### src/rtl/kvrfv_pkg.sv
// Shared types and constants for the key/value record file validator.
`default_nettype none
package kvrfv_pkg;
	localparam int unsigned HdrLen = 24;
	localparam logic [31:0] HashStart = 32'h811C9DC5;
	localparam logic [31:0] HashMul = 32'h01000193;
	localparam logic [31:0] TagWord = 32'h54445349;
	localparam logic [24:0] CountCap = 25'h1FFFFFF;

	localparam logic [2:0] CFG_MAX_RECORDS = 3'd0;
	localparam logic [2:0] CFG_MAX_KEY_LEN = 3'd1;
	localparam logic [2:0] CFG_MAX_STRING_LEN = 3'd2;
	localparam logic [2:0] CFG_MAX_PAYLOAD_LEN = 3'd3;
	localparam logic [2:0] CFG_EXPECTED_VERSION = 3'd4;

	localparam logic [3:0] ST_OK = 4'd0;
	localparam logic [3:0] ST_SHORT = 4'd1;
	localparam logic [3:0] ST_BIG = 4'd2;
	localparam logic [3:0] ST_MAGIC = 4'd3;
	localparam logic [3:0] ST_COUNT = 4'd4;
	localparam logic [3:0] ST_HASH = 4'd5;
	localparam logic [3:0] ST_KEY = 4'd6;
	localparam logic [3:0] ST_STRING = 4'd7;
	localparam logic [3:0] ST_TYPE = 4'd8;
	localparam logic [3:0] ST_TRUNC = 4'd9;
	localparam logic [3:0] ST_TRAIL = 4'd10;

	typedef enum logic [8:0] {
		PH_TYPE  = 9'b000000001,
		PH_KLEN0 = 9'b000000010,
		PH_KLEN1 = 9'b000000100,
		PH_KEY   = 9'b000001000,
		PH_VLEN0 = 9'b000010000,
		PH_VLEN1 = 9'b000100000,
		PH_VLEN2 = 9'b001000000,
		PH_VLEN3 = 9'b010000000,
		PH_VALUE = 9'b100000000
	} phase_t;

	// classified byte from the front part
	typedef struct packed {
		logic [7:0] data;
		logic       last;
		logic       is_hdr;
		logic [4:0] hdr_idx;
	} item_t;

	typedef struct packed {
		logic [3:0]  status;
		logic [31:0] record_count;
		logic [31:0] payload_hash;
		logic [63:0] sequence_number;
	} result_t;

	function automatic logic [31:0] fnv_step(input logic [31:0] h, input logic [7:0] b);
		logic [31:0] x;
		begin
			x = h ^ {24'd0, b};
			// multiply by 0x01000193 as shifts and adds
			fnv_step = x + (x << 1) + (x << 4) + (x << 7) + (x << 8) + (x << 24);
		end
	endfunction
endpackage
`default_nettype wire

### src/rtl/kvrfv_if.sv
// Valid/ready channel interface.
`default_nettype none
interface kvrfv_if #(parameter int unsigned W = 8);
	logic         valid;
	logic         ready;
	logic [W-1:0] payload;
	modport source(output valid, output payload, input ready);
	modport sink(input valid, input payload, output ready);
endinterface
`default_nettype wire

### src/rtl/kvrfv_front.sv
// Front part: accepts bytes and tags them with header position.
`default_nettype none
module kvrfv_front (
	input  wire logic          clk,
	input  wire logic          arst_n,
	input  wire logic          in_valid,
	output logic               in_ready,
	input  wire logic [7:0]    in_byte,
	input  wire logic          in_last,
	output logic               q_valid,
	input  wire logic          q_ready,
	output kvrfv_pkg::item_t   q_item
);
	import kvrfv_pkg::*;
	logic [4:0] hdr_cnt_q;
	logic [1:0] cnt_q;
	item_t      buf_q [2];
	logic       rp_q, wp_q;
	logic       acc, pop;

	assign in_ready = (cnt_q != 2'd2);
	assign acc = in_valid && in_ready;
	assign q_valid = (cnt_q != 2'd0);
	assign pop = q_valid && q_ready;
	assign q_item = buf_q[rp_q];

	always_ff @(posedge clk or negedge arst_n) begin
		if (!arst_n) begin
			hdr_cnt_q <= '0;
			cnt_q <= '0;
			rp_q <= 1'b0;
			wp_q <= 1'b0;
		end else begin
			if (acc) begin
				wp_q <= ~wp_q;
				if (in_last) hdr_cnt_q <= '0;
				else if (hdr_cnt_q != 5'(HdrLen)) hdr_cnt_q <= hdr_cnt_q + 5'd1;
			end
			if (pop) rp_q <= ~rp_q;
			cnt_q <= cnt_q + {1'b0, acc} - {1'b0, pop};
		end
	end

	always_ff @(posedge clk) begin
		if (acc) begin
			buf_q[wp_q].data <= in_byte;
			buf_q[wp_q].last <= in_last;
			buf_q[wp_q].is_hdr <= (hdr_cnt_q != 5'(HdrLen));
			buf_q[wp_q].hdr_idx <= hdr_cnt_q;
		end
	end
endmodule
`default_nettype wire

### src/rtl/kvrfv_back.sv
// Back part: header capture, hash, record walk and final status.
`default_nettype none
module kvrfv_back (
	input  wire logic         clk,
	input  wire logic         arst_n,
	input  wire logic         cfg_we,
	input  wire logic [2:0]   cfg_index,
	input  wire logic [31:0]  cfg_data,
	input  wire logic         q_valid,
	output logic              q_ready,
	input  kvrfv_pkg::item_t  q_item,
	output logic              out_valid,
	input  wire logic         out_ready,
	output kvrfv_pkg::result_t out_res
);
	import kvrfv_pkg::*;
	logic [31:0] max_records_q, max_string_len_q, expected_version_q;
	logic [15:0] max_key_len_q;
	logic [23:0] max_payload_len_q;

	logic [63:0] w0_q, w1_q, w2_q;
	logic [31:0] hash_q;
	logic [24:0] pay_q;
	logic [31:0] recs_q, rem_q, vlen_q;
	logic [7:0]  rtype_q;
	phase_t      ph_q;
	logic [3:0]  fault_q;

	logic  acc;
	assign q_ready = !out_valid || out_ready;
	assign acc = q_valid && q_ready;

	always_ff @(posedge clk or negedge arst_n) begin
		if (!arst_n) begin
			max_records_q <= 32'd50000;
			max_key_len_q <= 16'd256;
			max_string_len_q <= 32'd16384;
			max_payload_len_q <= 24'd1048576;
			expected_version_q <= 32'd2;
		end else if (cfg_we) begin
			unique case (cfg_index)
				CFG_MAX_RECORDS: max_records_q <= cfg_data;
				CFG_MAX_KEY_LEN: max_key_len_q <= cfg_data[15:0];
				CFG_MAX_STRING_LEN: max_string_len_q <= cfg_data;
				CFG_MAX_PAYLOAD_LEN: max_payload_len_q <= cfg_data[23:0];
				CFG_EXPECTED_VERSION: expected_version_q <= cfg_data;
				default: ;
			endcase
		end
	end

	// next-state of the walk for the current byte
	logic [63:0] w0_n, w1_n, w2_n;
	logic [31:0] hash_n, recs_n, rem_n, vlen_n;
	logic [24:0] pay_n;
	logic [7:0]  rtype_n;
	phase_t      ph_n;
	logic [3:0]  fault_n, st;
	logic [15:0] klen;
	logic [31:0] rem_dec, vlen_full;
	logic        close_ok;
	logic [7:0]  b;

	always_comb begin
		b = q_item.data;
		w0_n = w0_q; w1_n = w1_q; w2_n = w2_q;
		hash_n = hash_q; pay_n = pay_q; recs_n = recs_q; rem_n = rem_q;
		vlen_n = vlen_q; rtype_n = rtype_q; ph_n = ph_q; fault_n = fault_q;
		klen = {b, rem_q[7:0]};
		rem_dec = rem_q - 32'd1;
		vlen_full = {b, vlen_q[23:0]};
		close_ok = (rtype_q == 8'd2) || (rtype_q == 8'd1 && vlen_q == 32'd4);
		if (q_item.is_hdr) begin
			unique case (q_item.hdr_idx[4:3])
				2'd0: w0_n[{q_item.hdr_idx[2:0], 3'b000} +: 8] = b;
				2'd1: w1_n[{q_item.hdr_idx[2:0], 3'b000} +: 8] = b;
				default: w2_n[{q_item.hdr_idx[2:0], 3'b000} +: 8] = b;
			endcase
		end else begin
			hash_n = fnv_step(hash_q, b);
			if (pay_q != CountCap) pay_n = pay_q + 25'd1;
			if (fault_q == ST_OK) begin
				if (recs_q == w1_q[31:0]) fault_n = ST_TRAIL;
				else begin
					unique case (ph_q)
						PH_TYPE: begin rtype_n = b; ph_n = PH_KLEN0; end
						PH_KLEN0: begin rem_n = {24'd0, b}; ph_n = PH_KLEN1; end
						PH_KLEN1: begin
							if (klen == 16'd0 || klen > max_key_len_q) fault_n = ST_KEY;
							else begin rem_n = {16'd0, klen}; ph_n = PH_KEY; end
						end
						PH_KEY: begin
							rem_n = rem_dec;
							if (rem_dec == 32'd0) begin vlen_n = '0; ph_n = PH_VLEN0; end
						end
						PH_VLEN0: begin vlen_n = {24'd0, b}; ph_n = PH_VLEN1; end
						PH_VLEN1: begin vlen_n = {16'd0, b, vlen_q[7:0]}; ph_n = PH_VLEN2; end
						PH_VLEN2: begin vlen_n = {8'd0, b, vlen_q[15:0]}; ph_n = PH_VLEN3; end
						PH_VLEN3: begin
							vlen_n = vlen_full;
							if (rtype_q == 8'd2 && vlen_full > max_string_len_q)
								fault_n = ST_STRING;
							else if (vlen_full == 32'd0) begin
								if (rtype_q == 8'd2) begin
									recs_n = recs_q + 32'd1; ph_n = PH_TYPE;
								end else fault_n = ST_TYPE;
							end else begin rem_n = vlen_full; ph_n = PH_VALUE; end
						end
						PH_VALUE: begin
							rem_n = rem_dec;
							if (rem_dec == 32'd0) begin
								if (close_ok) begin recs_n = recs_q + 32'd1; ph_n = PH_TYPE; end
								else fault_n = ST_TYPE;
							end
						end
						default: ph_n = PH_TYPE;
					endcase
				end
			end
		end
		priority if (q_item.is_hdr && q_item.hdr_idx != 5'(HdrLen - 1)) st = ST_SHORT;
		else if ({7'd0, pay_n} > {8'd0, max_payload_len_q}) st = ST_BIG;
		else if (w0_n[31:0] != TagWord || w0_n[63:32] != expected_version_q) st = ST_MAGIC;
		else if (w1_n[31:0] > max_records_q) st = ST_COUNT;
		else if (hash_n != w1_n[63:32]) st = ST_HASH;
		else if (fault_n != ST_OK) st = fault_n;
		else if (recs_n != w1_n[31:0]) st = ST_TRUNC;
		else st = ST_OK;
	end

	always_ff @(posedge clk or negedge arst_n) begin
		if (!arst_n) begin
			w0_q <= '0; w1_q <= '0; w2_q <= '0;
			hash_q <= HashStart; pay_q <= '0; recs_q <= '0; rem_q <= '0;
			vlen_q <= '0; rtype_q <= '0; ph_q <= PH_TYPE; fault_q <= ST_OK;
			out_valid <= 1'b0;
		end else begin
			if (acc && q_item.last) out_valid <= 1'b1;
			else if (out_ready) out_valid <= 1'b0;
			if (acc) begin
				if (q_item.last) begin
					w0_q <= '0; w1_q <= '0; w2_q <= '0;
					hash_q <= HashStart; pay_q <= '0; recs_q <= '0; rem_q <= '0;
					vlen_q <= '0; rtype_q <= '0; ph_q <= PH_TYPE; fault_q <= ST_OK;
				end else begin
					w0_q <= w0_n; w1_q <= w1_n; w2_q <= w2_n;
					hash_q <= hash_n; pay_q <= pay_n; recs_q <= recs_n; rem_q <= rem_n;
					vlen_q <= vlen_n; rtype_q <= rtype_n; ph_q <= ph_n; fault_q <= fault_n;
				end
			end
		end
	end

	always_ff @(posedge clk) begin
		if (acc && q_item.last) begin
			out_res.status <= st;
			out_res.record_count <= w1_n[31:0];
			out_res.payload_hash <= w1_n[63:32];
			out_res.sequence_number <= w2_n;
		end
	end
endmodule
`default_nettype wire

### src/rtl/kv_record_file_validator_top.sv
// Top level of the key/value record file validator.
//  channel | dir | payload
//  in      | in  | data_byte[7:0], end_of_file
//  out     | out | status, record_count, payload_hash, sequence_number
//  cfg     | in  | cfg_we, cfg_index, cfg_data
// One byte per cycle sustained while the output is not stalled; each byte is
// registered in the queue, and the result is registered when the walk takes the last byte.
// A two-entry queue separates the byte front from the walk.
// Reset clears the walk state and queue pointers and restores register defaults.
// A stalled output holds the walk; the queue fills, then in.ready drops.
`default_nettype none
module kv_record_file_validator_top (
	input  wire logic        clk,
	input  wire logic        arst_n,
	input  wire logic        cfg_we,
	input  wire logic [2:0]  cfg_index,
	input  wire logic [31:0] cfg_data,
	kvrfv_if.sink            in,
	kvrfv_if.source          out
);
	import kvrfv_pkg::*;
	logic  q_valid, q_ready;
	item_t q_item;
	result_t res;

	kvrfv_front u_front (
		.clk, .arst_n,
		.in_valid(in.valid), .in_ready(in.ready),
		.in_byte(in.payload[8:1]), .in_last(in.payload[0]),
		.q_valid, .q_ready, .q_item
	);

	kvrfv_back u_back (
		.clk, .arst_n, .cfg_we, .cfg_index, .cfg_data,
		.q_valid, .q_ready, .q_item,
		.out_valid(out.valid), .out_ready(out.ready), .out_res(res)
	);
	assign out.payload = res;

	a_hold: assert property (@(posedge clk) disable iff (!arst_n)
		out.valid && !out.ready |=> out.valid && $stable(out.payload))
		else $error("result lost under stall");
	a_status: assert property (@(posedge clk) disable iff (!arst_n)
		out.valid |-> out.payload[131:128] <= ST_TRAIL)
		else $error("status out of range");
endmodule
`default_nettype wire

### src/flat_wrapper.sv
// flat-port wrapper written by rule: the top's interface ports become plain ports
module kv_record_file_validator_top_flat import kvrfv_pkg::*;
  (clk, arst_n, cfg_we, cfg_index, cfg_data, in_valid, in_payload, in_ready, out_valid, out_payload, out_ready);
  kvrfv_if #(.W(9)) in_i ();
  kvrfv_if #(.W(132)) out_i ();
  input  wire logic clk;
  input  wire logic arst_n;
  input  wire logic cfg_we;
  input  wire logic [2:0] cfg_index;
  input  wire logic [31:0] cfg_data;
  input wire logic [$bits(in_i.valid)-1:0] in_valid;
  input wire logic [$bits(in_i.payload)-1:0] in_payload;
  output wire logic [$bits(in_i.ready)-1:0] in_ready;
  output wire logic [$bits(out_i.valid)-1:0] out_valid;
  output wire logic [$bits(out_i.payload)-1:0] out_payload;
  input wire logic [$bits(out_i.ready)-1:0] out_ready;
  assign in_i.valid = in_valid;
  assign in_i.payload = in_payload;
  assign in_ready = in_i.ready;
  assign out_valid = out_i.valid;
  assign out_payload = out_i.payload;
  assign out_i.ready = out_ready;
  kv_record_file_validator_top u_core (.clk(clk), .arst_n(arst_n), .cfg_we(cfg_we), .cfg_index(cfg_index), .cfg_data(cfg_data), .in(in_i), .out(out_i));
endmodule
### config.mk
export PLATFORM = sky130hd
export DESIGN_NAME = kv_record_file_validator_top_flat
export DESIGN_NICKNAME = d
export VERILOG_FILES = /design/src/rtl/kvrfv_pkg.sv /design/src/rtl/kvrfv_if.sv /design/src/rtl/kvrfv_front.sv /design/src/rtl/kvrfv_back.sv /design/src/rtl/kv_record_file_validator_top.sv /design/src/flat_wrapper.sv
export SDC_FILE = /design/constraint.sdc
export NUM_CORES = 2
export LEC_CHECK = 0
export ABC_AREA = 1
export BUFFER_PORTS_ARGS = -buffer_cell sky130_fd_sc_hd__buf_2
export CORE_UTILIZATION = 50
export DETAILED_ROUTE_END_ITERATION = 10
export PLACE_DENSITY = 0.77
export SYNTH_ARGS = -nofsm -noshare
export SYNTH_HDL_FRONTEND = slang
export SYNTH_SLANG_ARGS = --single-unit
export TNS_END_PERCENT = 10
### constraint.sdc
create_clock -name clk -period 12.4 [get_ports clk]
set_clock_uncertainty 0.1 [all_clocks]
set_input_delay 1.86 -clock clk [delete_from_list [all_inputs] [get_ports clk]]
set_output_delay 1.86 -clock clk [all_outputs]
set_load 0.01 [all_outputs]
======== Yosys cells after proc, flatten, opt, wreduce, memory -nomap -nowiden ========
Memory sizes are Yosys's and may differ from the RTL's.
Cells that the tools add are included.
word-level totals
  register bits after elaboration ......... 644
  bits in latches ......................... 0
  bits in writable memories ............... 30
  ROM bits ................................ 0
  input bits .............................. 49
  output and inout bits ................... 134
  logic and storage cells ................. 220
  memories kept ........................... 1
cells by class
  $add $sub $neg .......................... 12
  multipliers ............................. 0
  divide/modulo/power cells ............... 0
  $lt $le $gt $ge ......................... 4
  equality and inequality tests ........... 39
  shifts and indexed selects .............. 2
  multiplexer cells ....................... 81
  bitwise operators ....................... 3
  reduce and logical (&&, ||, !) cells .... 47
memories
  name                  words  bits a word  rd ports  clocked after memory_dff  write ports  RTL line           RTL
  u_core.u_front.buf_q  2      15           1         0                         1            kvrfv_front.sv:17  item_t buf_q [2];
operators by type and width
  cell                                                                       count
  32-bit two-way mux                                                         23
  64-bit two-way mux                                                         9
  64-bit bitwise mux                                                         3
  32-bit adder                                                               5
  32-bit case mux with 5 select lines                                        1
  32-bit case mux with 4 select lines                                        1
  9-bit two-way mux                                                          11
  32-bit inequality test                                                     3
  9-bit case mux with 9 select lines                                         1
  25-bit two-way mux                                                         3
  32-bit > comparator                                                        2
  32-bit zero test                                                           2
  32-bit case mux with 2 select lines                                        1
  8-bit by 8-bit variable shift with 64-bit output, first input constant     1
  8-bit by 8-bit indexed part select with 64-bit output                      1
  4-bit two-way mux                                                          12
  8-bit two-way mux                                                          5
  32-bit by 1-bit adder with 32-bit output, second input constant            1
  32-bit by 3-bit == test with 1-bit output, second input constant           1
  32-bit == test                                                             1
  32-bit by 31-bit inequality test with 1-bit output, second input constant  1
  32-bit by 1-bit subtractor with 32-bit output, second input constant       1
  32-bit by 8-bit XOR with 32-bit output                                     1
  25-bit by 1-bit adder with 25-bit output, second input constant            1
  other kinds (55)                                                           97

======== Depth between registers and ports, before layout ========
  depth in word-level cells ............... 16
  mapped depth ............................ 39
  mapped depth without buffers ............ 36

======== By module ========
Synthesis repeated with hierarchy kept, for this count alone.
second synthesis, totals
  cells, all modules ...................... 5,125
  area, all modules ....................... 40,630.2 um2
by module, submodules not included
  module       times used  cells each  area each (um2)  seq. area each (um2)
  kvrfv_back   1           4,983       38,987.4         16,582.2
  kvrfv_front  1           142         1,642.8          1,126.1

======== Worst setup path after synthesis ========
OpenSTA, ideal clock, no wires.
  kind .................................... in2reg
  from .................................... input out_ready
  to ...................................... register u_core.u_back.fault_q[0]
  setup time .............................. 0.128 ns
  arrival time ............................ 8.999 ns
  required time ........................... 12.172 ns
  setup slack ............................. 3.173 ns
  stages on the path ...................... 9
  path buffers ............................ 2
  cell sequence ........................... nor2_1 a21oi_1 clkbuf_1 inv_1 clkbuf_1 nor2_1 inv_1 o21ai_0 nor2_1
between the ends
  longest elaborated chain between the ends .. 2
RTL lines
  what                  RTL line            RTL
  start, declared       flat_wrapper.sv:16  input wire logic [$bits(out_i.ready)-1:0] out_ready;
  1-bit logical OR      kvrfv_back.sv:30    assign q_ready = !out_valid || out_ready;
  1-bit logical AND     kvrfv_back.sv:31    assign acc = q_valid && q_ready;
  end signal, assigned  kvrfv_back.sv:148   vlen_q <= vlen_n; rtype_q <= rtype_n; ph_q <= ph_n; fault_q <= fault_n;
  end, declared         kvrfv_back.sv:27    logic [3:0] fault_q;
No other way between the ends.
A chain may end at the register's enable or synchronous reset.

======== Final worst setup path ========
  from .................................... register u_core.u_front.rp_q
  to ...................................... register u_core.u_back.out_res[130] in the netlist's numbering, data pin
between the ends
  longest elaborated chain between the ends .. 12
  elaborated cells on any way between the ends .. 46
  classes of those cells .................. 6 x add/sub; 4 x order compare; 5 x eq/ne; 2 x shift; 18 x mux; 1 x bitwise; 9 x reduce/logical; 1 x memory
RTL lines
  what                                                                   RTL line           RTL
  start, declared                                                        kvrfv_front.sv:18  logic rp_q, wp_q;
  start signal, assigned                                                 kvrfv_front.sv:39  if (pop) rp_q <= ~rp_q;
  memory 2 x 15 bit (*)                                                  n/a
  parallel branches: the longest is 11 deep, another holds 32-bit adder  n/a
  end, declared                                                          kvrfv_back.sv:14   output kvrfv_pkg::result_t out_res
Every way passes the cells marked *.

==> results.json <==
{
  "status": "finished clean",
  "final_area_mm2": 0.0452,
  "dr_total_vias": 36400,
  "firstDrtPassIters": 8,
  "yosysTopAreaCellShare": 0.299,
  "syn-num-nets": 5411,
  "route.detailed.drc": 0,
  "gr-usage-all-layers": 0.316,
  "ys_warn_count": 0,
  "grt_max_degree": 120,
  "setup_viol": 0,
  "crit_type": "reg2reg",
  "hold_depth": 2,
  "path_common_cell": "nand2_1",
  "cts.reportedPaths.clkPinSlew_ps": 60,
  "placed_cell_area_mm2": 0.0426,
  "ctsResizeCount": 0,
  "grt_first_pass_wirelength_um": 199000,
  "cts_tree": "done",
  "synth_most_common_cell": "nand2_1",
  "tns_ps": 0,
  "cts_buffer_depth": 3,
  "drive_gt1_frac": 0.0881,
  "dp_hpwl_um": 94100,
  "synth_cell_types": 65,
  "reg2reg_to": "u_core.u_back.out_res[130]",
  "fin_cells": 6360,
  "drt-vias-per-instance": 5.72,
  "htree_levels": 3,
  "hold_buffers": 0,
  "core_area_mm2": 0.0805,
  "start_util": 0.505,
  "final_nets": 5541,
  "clk_latency_ps": 650,
  "slowest_stage": "dfrtp_1",
  "slew_viol_final": 0,
  "wirelength_um": 131000,
  "overflow": 0,
  "cp.arrival_ps": 7920,
  "synthCells": 5109,
  "ff2ff_setup_slack_ps": 4780,
  "slew-limit-headroom": 0.155,
  "avgSynthCellArea_um2": 7.97,
  "ant_nets": 0,
  "syn_area_mm2": 0.0407,
  "row_count": 104,
  "slowest_delay_ps": 920,
  "cts_inserted_buffers": 76,
  "ys_seq_area_frac": 0.435,
  "rr_startpoint": "u_core.u_front.rp_q",
  "area_delta_synth_final_pct": 10.9,
  "cts.sinks": 674,
  "io_pins": 183,
  "antenna_found_initial": 5,
  "whs_ps": 384,
  "synth_top_cell_by_area": "dfrtp_1",
  "rsz0062_at_grt": "false",
  "min_period_ps": 7620,
  "required_ps": 12700,
  "worst_slew_pin_slew_ps": 1260,
  "synthFlopType": "dfrtp_1",
  "end_kind": "register",
  "grt_pass1_vias": 33900,
  "r2r_cells": 30,
  "hp-start": "u_core.u_back.w0_q[40]",
  "root_buffer": "clkbuf_16",
  "globalplace.congestion": 0.995,
  "ys_top_cells_by_area": "dfrtp_1 (30%), edfxtp_1 (12%), nand2_1 (11%)",
  "synth_seq_cells": 674,
  "min_period_over_period": 0.615,
  "synth_edf_count": 162,
  "start_kind": "register",
  "wire_per_inst_um": 20.5,
  "synth_commonest_cells": "nand2_1 (1201), inv_1 (881), o21ai_0 (527)",
  "numPortBuffers": 182,
  "fmax_mhz": 131,
  "finalHoldViolations": 0,
  "insertedDiodeCount": 0,
  "async_reset_ff_frac": 0.760,
  "drt_iter0_markers": 4101,
  "cap_violations": 0,
  "min_to": "u_core.u_back.w0_q[40]",
  "die_area_mm2": 0.0825,
  "die_h_um": 287,
  "dieWidth_um": 287,
  "hold_class": "reg2reg",
  "fillCellCount": 7276,
  "dp.cells": 6221,
  "cts_setup_buffers": 0,
  "cp_max_fo": 19
}
per-stage QoR:
| stage | util | setup WS (ps) |
|---|---|---|
| after global placement | 0.529 | 4960 |
| final | 0.561 | 4780 |
| after CTS | 0.561 | 4800 |
| after detailed placement | 0.529 | 4810 |
| after global routing | 0.561 | 4150 |
| after floorplan | - | 3170 |
registers in the layout, indices dropped and copies added, names as in the netlist:
signal and flops:
u_core.u_back.out_res 132, u_core.u_back.w0_q 64, u_core.u_back.w1_q 64, u_core.u_back.w2_q 64, u_core.u_back.expected_version_q 32, u_core.u_back.hash_q 32
u_core.u_back.max_records_q 32, u_core.u_back.max_string_len_q 32, u_core.u_back.recs_q 32, u_core.u_back.rem_q 32, u_core.u_back.vlen_q 32, u_core.u_front.buf_q 30
u_core.u_back.pay_q 25, u_core.u_back.max_payload_len_q 24, u_core.u_back.max_key_len_q 16, u_core.u_back.ph_q 9, u_core.u_back.rtype_q 8, u_core.u_front.hdr_cnt_q 5
u_core.u_back.fault_q 4, u_core.u_front.cnt_q 2, u_core.u_back.out_valid 1, u_core.u_front.rp_q 1, u_core.u_front.wp_q 1
routing by layer:
metal / wire length (um) / global-route usage / part of all wire
met1: 53600 / 0.440 / 0.41
met5: 38 / 0 / 0.00029
met3: 13900 / 0.0644 / 0.11
met4: 5530 / 0.128 / 0.042
met2: 57600 / 0.480 / 0.44
kinds of logic (layout without fill, tap and decap cells):
group	Yosys count	after routing	synth area share
AO/OA/AOI/OAI	996	996	0.137
XOR/XNOR	128	128	0.0275
multiplexers	1	1	0.000553
AND/OR/NAND/NOR	1978	1978	0.206
flip-flops	674	674	0.435
buffers and inverters	1079	1270	0.102
adder cells (fa/ha/maj)	253	253	0.0920
layout make-up:
cell class | count | area [um2] | area share
multi-input combinational | 3356 | 18900 | 0.419
sequential | 674 | 17700 | 0.392
inverter | 900 | 3380 | 0.0749
clock buffer | 104 | 2120 | 0.0469
tap | 1060 | 1330 | 0.0294
timing repair buffer | 231 | 1290 | 0.0285
clock inverter | 35 | 419 | 0.00928
worst max path at each step:
stage                         from                         end  depth (start not counted)
2_1_floorplan            out_ready    u_core.u_back.fault_q[0]                          9
3_3_place_gp   u_core.u_front.rp_q  u_core.u_back.out_res[130]                         30
3_5_place_dp   u_core.u_front.rp_q  u_core.u_back.out_res[130]                         30
4_1_cts        u_core.u_front.rp_q  u_core.u_back.out_res[130]                         30
5_1_grt        u_core.u_front.rp_q  u_core.u_back.out_res[130]                         31
6_report       u_core.u_front.rp_q  u_core.u_back.out_res[130]                         30
critical path, delay by kind of cell, from the launching register on:
kind                     cells  cell delay, ps
XOR/XNOR                     1             830
AND/OR/NAND/NOR             13            1870
flip-flops                   1             920
AO/OA/AOI/OAI                6            1160
adder cells (fa/ha/maj)      4            1690
buffers and inverters        6             790
cells in the final DEF (no fill, tap or decap), types with 14 or more instances in the layout:
| cell | n |
|---|---|
| nand2_1 | 1200 |
| inv_1 | 880 |
| o21ai_0 | 526 |
| dfrtp_1 | 487 |
| nor2_1 | 315 |
| nand3_1 | 222 |
| o22ai_1 | 190 |
| buf_2 | 181 |
| ha_1 | 176 |
| edfxtp_1 | 162 |
| a21oi_1 | 133 |
| xor2_1 | 96 |
| nand4_1 | 78 |
| clkbuf_16 | 78 |
| fa_1 | 77 |
| buf_4 | 49 |
| nor3_1 | 48 |
| xnor2_1 | 32 |
| dfstp_2 | 25 |
| o21ai_1 | 23 |
| nor4_1 | 20 |
| o211ai_1 | 19 |
| o31ai_1 | 19 |
| clkbuf_1 | 19 |
| inv_2 | 15 |
| or2_2 | 15 |
| o21ai_2 | 14 |
| o221ai_1 | 14 |
Power is not shown: default switching activity piles up to over one toggle a cycle in this logic, so the estimate is an artifact.
